===== config.mk =====
export PLATFORM = sky130hd
export DESIGN_NAME = sorted_min_priority_queue_top
export DESIGN_NICKNAME = d
export VERILOG_FILES = /design/src/smpq_pkg.sv /design/src/smpq_cell.sv /design/src/smpq_outbuf.sv /design/src/sorted_min_priority_queue_top.sv
export SDC_FILE = /design/constraint.sdc
export NUM_CORES = 2
export LEC_CHECK = 0
export ABC_AREA = 1
export ABC_CLOCK_PERIOD_IN_PS = 5400
export CAP_MARGIN = 20
export CORE_MARGIN = 2
export CORE_UTILIZATION = 35
export DETAILED_ROUTE_END_ITERATION = 8
export DONT_BUFFER_PORTS = 1
export PLACE_DENSITY = 0.5
export SYNTH_ARGS = -nofsm -noshare
export SYNTH_HDL_FRONTEND = slang
export SYNTH_SLANG_ARGS = --single-unit

===== constraint.sdc =====
create_clock -name clk -period 5.4 [get_ports clk]
set_input_delay 1.08 -clock clk [delete_from_list [all_inputs] [get_ports clk]]
set_output_delay 1.08 -clock clk [all_outputs]
set_load 0.005 [all_outputs]

===== src/smpq_pkg.sv =====
`default_nettype none

package smpq_pkg;

	localparam int CAPACITY_DEF = 16;

	localparam int DATA_W   = 32;
	localparam int PRIO_W   = 32;
	localparam int STATUS_W = 2;
	localparam int COUNT_W  = 5;

	// request kinds
	localparam logic ACT_INSERT = 1'b0;
	localparam logic ACT_REMOVE = 1'b1;

	// result status codes
	localparam logic [STATUS_W-1:0] ST_DONE  = 2'd0;
	localparam logic [STATUS_W-1:0] ST_FULL  = 2'd1;
	localparam logic [STATUS_W-1:0] ST_EMPTY = 2'd2;

	typedef logic signed [DATA_W-1:0] data_t;
	typedef logic signed [PRIO_W-1:0] prio_t;

	// broadcast to every cell
	typedef struct packed {
		logic  ins_en;
		logic  rem_en;
		prio_t new_prio;
		data_t new_data;
	} cell_ctl_t;

	// one result as held in the output buffer
	typedef struct packed {
		logic [STATUS_W-1:0] status;
		data_t               head_data;
		prio_t               head_priority;
		logic                queue_empty;
		logic [COUNT_W-1:0]  entry_count;
	} result_t;

endpackage

`default_nettype wire


===== src/smpq_cell.sv =====
`default_nettype none

module smpq_cell
	import smpq_pkg::*;
(
	input  wire        clk,
	input  cell_ctl_t  ctl,
	input  wire        live,
	input  wire        left_take,
	input  prio_t      left_prio,
	input  data_t      left_data,
	input  prio_t      right_prio,
	input  data_t      right_data,
	output logic       take,
	output prio_t      prio_q,
	output data_t      data_q
);

	// at or behind the insert position: empty slot or priority not below the new one
	assign take = !live || (prio_q >= ctl.new_prio);

	always_ff @(posedge clk) begin
		if (ctl.ins_en) begin
			if (take) begin
				if (left_take) begin
					prio_q <= left_prio;
					data_q <= left_data;
				end else begin
					prio_q <= ctl.new_prio;
					data_q <= ctl.new_data;
				end
			end
		end else if (ctl.rem_en) begin
			prio_q <= right_prio;
			data_q <= right_data;
		end
	end

endmodule

`default_nettype wire


===== src/smpq_outbuf.sv =====
`default_nettype none

module smpq_outbuf
	import smpq_pkg::*;
(
	input  wire                  clk,
	input  wire                  arst_n,
	input  wire                  push,
	input  result_t              res,
	output logic                 full,
	output logic                 out_valid,
	input  wire                  out_stall,
	output logic [STATUS_W-1:0]  status,
	output data_t                head_data,
	output prio_t                head_priority,
	output logic                 queue_empty,
	output logic [COUNT_W-1:0]   entry_count
);

	logic    out_valid_q;
	logic    skid_valid_q;
	result_t out_q;
	result_t skid_q;
	logic    take;

	assign take = out_valid_q && !out_stall;
	assign full = skid_valid_q;

	always_ff @(posedge clk or negedge arst_n) begin
		if (!arst_n) begin
			out_valid_q  <= 1'b0;
			skid_valid_q <= 1'b0;
		end else if (skid_valid_q) begin
			if (take) begin
				skid_valid_q <= 1'b0;
			end
		end else if (push) begin
			if (!out_valid_q || take) begin
				out_valid_q <= 1'b1;
			end else begin
				skid_valid_q <= 1'b1;
			end
		end else if (take) begin
			out_valid_q <= 1'b0;
		end
	end

	always_ff @(posedge clk) begin
		if (skid_valid_q) begin
			if (take) begin
				out_q <= skid_q;
			end
		end else if (push) begin
			if (!out_valid_q || take) begin
				out_q <= res;
			end else begin
				skid_q <= res;
			end
		end
	end

	assign out_valid     = out_valid_q;
	assign status        = out_q.status;
	assign head_data     = out_q.head_data;
	assign head_priority = out_q.head_priority;
	assign queue_empty   = out_q.queue_empty;
	assign entry_count   = out_q.entry_count;

endmodule

`default_nettype wire


===== src/sorted_min_priority_queue_top.sv =====
// Bounded min priority queue built as a row of CAPACITY cells, each holding one
// entry in ascending priority order (signed Q16.16 compared as 32-bit signed).
// The new priority is broadcast to every cell at once, so one request
// (insert or remove-head) is taken per clock cycle while in_stall is low;
// its result is registered in the output buffer. The rate is set by the
// broadcast compare and shift in the cell row. A two-deep output buffer lets
// one more request be taken while a result waits; in_stall rises only when
// both buffer slots are occupied. Each result carries the status, the head
// entry after the request (zero when empty), the empty flag and the low five
// bits of the count. Equal priorities put the newest entry first.
`default_nettype none

module sorted_min_priority_queue_top
	import smpq_pkg::*;
#(
	parameter int CAPACITY = CAPACITY_DEF
) (
	input  wire                 clk,
	input  wire                 arst_n,
	input  wire                 in_valid,
	output logic                in_stall,
	input  wire                 action,
	input  data_t               item_data,
	input  prio_t               item_priority,
	output logic                out_valid,
	input  wire                 out_stall,
	output logic [STATUS_W-1:0] status,
	output data_t               head_data,
	output prio_t               head_priority,
	output logic                queue_empty,
	output logic [COUNT_W-1:0]  entry_count
);

	localparam int CW = $clog2(CAPACITY + 1);

	logic          accept;
	logic          buf_full;
	logic [CW-1:0] count_q;
	logic [CW-1:0] count_nxt;
	logic          is_full;
	logic          is_empty;
	cell_ctl_t     ctl;
	result_t       res;

	logic  live   [CAPACITY];
	logic  take   [CAPACITY];
	prio_t prio_a [CAPACITY];
	data_t data_a [CAPACITY];

	prio_t head_prio_nxt;
	data_t head_data_nxt;

	// request handshake
	assign in_stall = buf_full;
	assign accept   = in_valid && !in_stall;

	assign is_full  = (count_q == CW'(CAPACITY));
	assign is_empty = (count_q == '0);

	// control broadcast along the row
	assign ctl.ins_en   = accept && (action == ACT_INSERT) && !is_full;
	assign ctl.rem_en   = accept && (action == ACT_REMOVE) && !is_empty;
	assign ctl.new_prio = item_priority;
	assign ctl.new_data = item_data;

	always_comb begin
		count_nxt = count_q;
		if (ctl.ins_en) begin
			count_nxt = count_q + 1'b1;
		end else if (ctl.rem_en) begin
			count_nxt = count_q - 1'b1;
		end
	end

	always_ff @(posedge clk or negedge arst_n) begin
		if (!arst_n) begin
			count_q <= '0;
		end else begin
			count_q <= count_nxt;
		end
	end

	// the cell row
	for (genvar g = 0; g < CAPACITY; g++) begin : g_cell
		logic  l_take;
		prio_t l_prio;
		data_t l_data;
		prio_t r_prio;
		data_t r_data;

		assign live[g] = (count_q > CW'(g));

		if (g == 0) begin : g_first
			assign l_take = 1'b0;
			assign l_prio = prio_a[g];
			assign l_data = data_a[g];
		end else begin : g_mid
			assign l_take = take[g-1];
			assign l_prio = prio_a[g-1];
			assign l_data = data_a[g-1];
		end

		if (g == CAPACITY - 1) begin : g_last
			// nothing behind the last cell: keep own contents on a remove
			assign r_prio = prio_a[g];
			assign r_data = data_a[g];
		end else begin : g_inner
			assign r_prio = prio_a[g+1];
			assign r_data = data_a[g+1];
		end

		smpq_cell u_cell (
			.clk        (clk),
			.ctl        (ctl),
			.live       (live[g]),
			.left_take  (l_take),
			.left_prio  (l_prio),
			.left_data  (l_data),
			.right_prio (r_prio),
			.right_data (r_data),
			.take       (take[g]),
			.prio_q     (prio_a[g]),
			.data_q     (data_a[g])
		);
	end

	// head as it will stand after this request
	always_comb begin
		head_prio_nxt = prio_a[0];
		head_data_nxt = data_a[0];
		if (ctl.ins_en) begin
			if (take[0]) begin
				head_prio_nxt = item_priority;
				head_data_nxt = item_data;
			end
		end else if (ctl.rem_en) begin
			head_prio_nxt = prio_a[1];
			head_data_nxt = data_a[1];
		end
	end

	always_comb begin
		res.status = ST_DONE;
		if (action == ACT_INSERT && is_full) begin
			res.status = ST_FULL;
		end else if (action == ACT_REMOVE && is_empty) begin
			res.status = ST_EMPTY;
		end
		res.queue_empty   = (count_nxt == '0);
		res.head_data     = res.queue_empty ? '0 : head_data_nxt;
		res.head_priority = res.queue_empty ? '0 : head_prio_nxt;
		res.entry_count   = COUNT_W'(count_nxt);
	end

	smpq_outbuf u_outbuf (
		.clk           (clk),
		.arst_n        (arst_n),
		.push          (accept),
		.res           (res),
		.full          (buf_full),
		.out_valid     (out_valid),
		.out_stall     (out_stall),
		.status        (status),
		.head_data     (head_data),
		.head_priority (head_priority),
		.queue_empty   (queue_empty),
		.entry_count   (entry_count)
	);

	// count never passes the row length
	a_count_bound: assert property (@(posedge clk) disable iff (!arst_n)
		count_q <= CW'(CAPACITY))
		else $error("entry count beyond capacity");

	// a taken insert on a queue with room grows it by one
	a_insert_grows: assert property (@(posedge clk) disable iff (!arst_n)
		(accept && action == ACT_INSERT && !is_full) |=> (count_q == $past(count_q) + 1'b1))
		else $error("insert did not grow the queue");

	// a taken remove on a non-empty queue shrinks it by one
	a_remove_shrinks: assert property (@(posedge clk) disable iff (!arst_n)
		(accept && action == ACT_REMOVE && !is_empty) |=> (count_q == $past(count_q) - 1'b1))
		else $error("remove did not shrink the queue");

	// without a request the count holds
	a_idle_holds: assert property (@(posedge clk) disable iff (!arst_n)
		!accept |=> $stable(count_q))
		else $error("count moved without a request");

endmodule

`default_nettype wire

==> results.py <==
metrics = {
    "min_path": {
        "min_path_type": "input pin to flop",
    },
    "timing": {
        "final.min_clock_period_ps": 4220,
        "tightest_slew_ps": 1170,
        "setup-violations-final": 0,
        "tns_ps": 0,
        "slew_viol_final": 0,
        "fin_skew_ps": 41.3,
        "max_slew_margin_pct": 21.9,
        "rsz0062_at_grt": "no",
        "hold_viol_final": 0,
        "max_freq_ghz": 0.237,
        "min_period_over_period_pct": 78.2,
    },
    "global_route": {
        "grt_pass1_vias": 66157,
        "grt_max_degree": 181,
        "antenna_found_initial": 9,
        "grt_pass1_wl_um": 421000,
        "grt-ovfl-total": 0,
        "grt.total_usage_pct": 24.6,
    },
    "place": {
        "dp.final_hpwl_um": 178000,
        "portBuffers": 0,
        "placed_area_mm2": 0.0798,
        "gp_congestion": 0.899,
    },
    "die": {
        "io_pins": 143,
        "initial_core_util_pct": 35.2,
        "core_mm2": 0.217,
        "die_w_um": 471,
        "dieArea_mm2": 0.222,
        "dieHeight_um": 471,
        "rows": 171,
    },
    "cells_and_area": {
        "n_fill_cell": 22176,
        "syn_to_final_growth_pct": 11.0,
        "post-route-cell-area_mm2": 0.0846,
        "drive_above_1_share_pct": 5.12,
        "fin_nets": 9988,
    },
    "cts": {
        "post_cts_resized": 0,
        "cts_buffers": 150,
        "clockBufferDepth": 3,
        "path_clk_slew_ps": 60,
        "cts_max_level": 4,
        "cts_tree": "built",
        "clock_latency_ps": 840,
        "cts_root_buf": "clkbuf_16",
        "clkSinkCount": 1175,
    },
    "synth": {
        "ys_top_cells_by_count": "nand2_1, edfxtp_1, inv_1, nand3_1, nand4_1",
        "synth.yosys.seq_area_share_pct": 45.4,
        "synth_cells": 9763,
        "async_flop_share_pct": 0.596,
        "synth_area_leaders": "edfxtp_1, nand2_1, ha_1",
        "synth_top_cell_by_area": "edfxtp_1",
        "avgSynthCellArea_um2": 7.81,
        "ys.flop_type": "edfxtp_1",
        "synth-edff-count": 1104,
        "ys_ff_latch": 1175,
        "synth.top_cell.area_share_pct": 43.5,
        "ys.warnings.count": 0,
        "yosysMostFrequentCell": "nand2_1",
        "ys_types": 41,
        "syn-cell-area_mm2": 0.0762,
        "syn-num-nets": 10349,
    },
    "setup_path": {
        "crit_chain": "inv_1 > ha_1 > inv_1 > nor3_4 > nand2_1 > nand2_2 > buf_4 > inv_2 > nand3_1 > o21ai_1 > xor2_1 > inv_2 > nor3_4 > nor2_4 > buf_4 > nand2_1 > nand2_1",
        "cp.required_ps": 5960,
        "crit_type": "flop to flop",
        "worst_setup_path_end_kind": "flop",
        "path_delay_family": "buffers and inverters",
        "critPathArrivalTime_ps": 4780,
        "crit_top_cell": "nand2_1",
        "crit_slowest_cell": "buf_4",
        "path_buf_inv": 6,
        "cp_max_fo": 65,
        "critPathLaunchType": "flop",
        "cpPeakStageDelay_ps": 520,
    },
    "pwr": {
        "p_leak_nw": 39.0,
        "ir_worst_vdd_v": 0.000738,
        "power-per-cell-area_mw_per_mm2": 599,
    },
    "detailed_routing": {
        "firstDrtPassIters": 5,
        "route.detailed.drc": 0,
        "antenna_left": 0,
        "postRouteWirelength_um": 279000,
        "drt_iter0_drc": 6904,
        "vias": 67602,
        "routed_via_density": 5.46,
        "wire_per_inst_um": 22.5,
    },
    "flow_run": {
        "drv_cap": 0,
    },
    "outcome": {
        "status": "finished clean",
    },
}
## sequential cells by signal (all words and copies together) (netlist names)
name and flops:
u_outbuf.head_priority 32, u_outbuf.entry_count 5, g_cell.u_cell.data_q 512, u_outbuf.head_data 32, u_outbuf.full 1, u_outbuf.status 2, g_cell.u_cell.prio_q 512, u_outbuf.skid_q 72
u_outbuf.queue_empty 1, u_outbuf.out_valid 1, count_q 5
## worst reg2reg max path, delay by kind of cell (launching register included)
family,cells,cell delay [ps]
DFF,1,470
xor gates and xnor gates,1,400
adders and majority gates,1,180
buffers and inverters,6,1370
and+or+nand+nor,8,1460
AOI/OAI and AO/OA,1,70
## per-stage QoR
stage	power, mW	cells	worst slack, ps	hold slack (ps)	util (%)
final	50.7	12381	1180	434	39.0
after global routing	54.1	12380	996	420	39.0
after CTS	50.6	12379	1260	367	39.0
after detailed placement	40.5	12102	442	503	36.8
after global placement	40.1	12101	499	499	36.8
after floorplan	31.6	9763	105	485	-
## per-layer routing
metal / vias up / global-route usage (%) / wire [um]
met2: 2743 / 39.3 / 126000
met3: 483 / 4.94 / 22800
met5: - / 0 / 10
met4: 2 / 8.14 / 8390
met1: 32134 / 33.1 / 122000
li1: 32240 / - / -
## path summary, 6_finish.rpt
path | start | to | slack, ps | cells after the start
setup / recovery | count_q[0] | u_outbuf.head_data[29] | 1180 | 17
hold / removal | out_stall | u_outbuf.full | 430 | 2
setup reg to reg | count_q[0] | u_outbuf.head_data[29] | 1180 | 17
hold reg to reg | u_outbuf.skid_q[7] | u_outbuf.head_priority[1] | 500 | 2
max in group asynchronous | arst_n | u_outbuf.full | 4450 | 1
min in group asynchronous | arst_n | count_q[0] | 620 | 1
## cell usage in the layout, fill, tap and decap left out, drive strengths merged, types with 14 or more instances in the layout
master	instances
nand3	910
nor2	265
o21ai	340
buf	195
a31oi	24
nor3	40
ha	517
o21a	14
clkinv	55
a22oi	64
clkbuf	197
dfxtp	64
a21oi	364
edfxtp	1104
nand4	810
nand2	3387
inv	1103
## power breakdown
group	leakage, nW	total (mW)	switching, mW	internal [mW]
clock	2.31	10.0	4.28	5.73
combinational	25.6	23.9	17.3	6.61
sequential	11.1	16.8	2.01	14.8
total	39.0	50.7	23.6	27.1
## cells by family (layout without fill, tap and decap cells)
| logic type | after synthesis | count (layout) | synth area share (%) |
|---|---|---|---|
| compound gates | 832 | 832 | 5.88 |
| simple gates | 5434 | 5434 | 31.1 |
| xor+xnor | 3 | 3 | 0.0345 |
| fa+ha+maj | 517 | 517 | 8.49 |
| other cells | 0 | 1 | 0 |
| buf+inv | 1802 | 1565 | 9.08 |
| flops | 1175 | 1175 | 45.4 |
## layout make-up
| type | instances | area, um^2 | share of cell area (%) |
|---|---|---|---|
| diodes | 1 | 2.50 | 0.00296 |
| clock buffers | 197 | 4060 | 4.80 |
| clock inverters | 79 | 667 | 0.788 |
| inverters | 1093 | 4110 | 4.86 |
| multi-input cells | 6786 | 35300 | 41.7 |
| flip-flops and latches | 1175 | 34600 | 40.9 |
| well taps | 2854 | 3570 | 4.22 |
| repair buffers | 196 | 2270 | 2.68 |
## repair_timing
item	in CTS	in global routing
hold endpoints to repair	7	0
buffers inserted	0	0
hold buffers	1	0
Note: power is estimated with default switching activity, not from simulation.
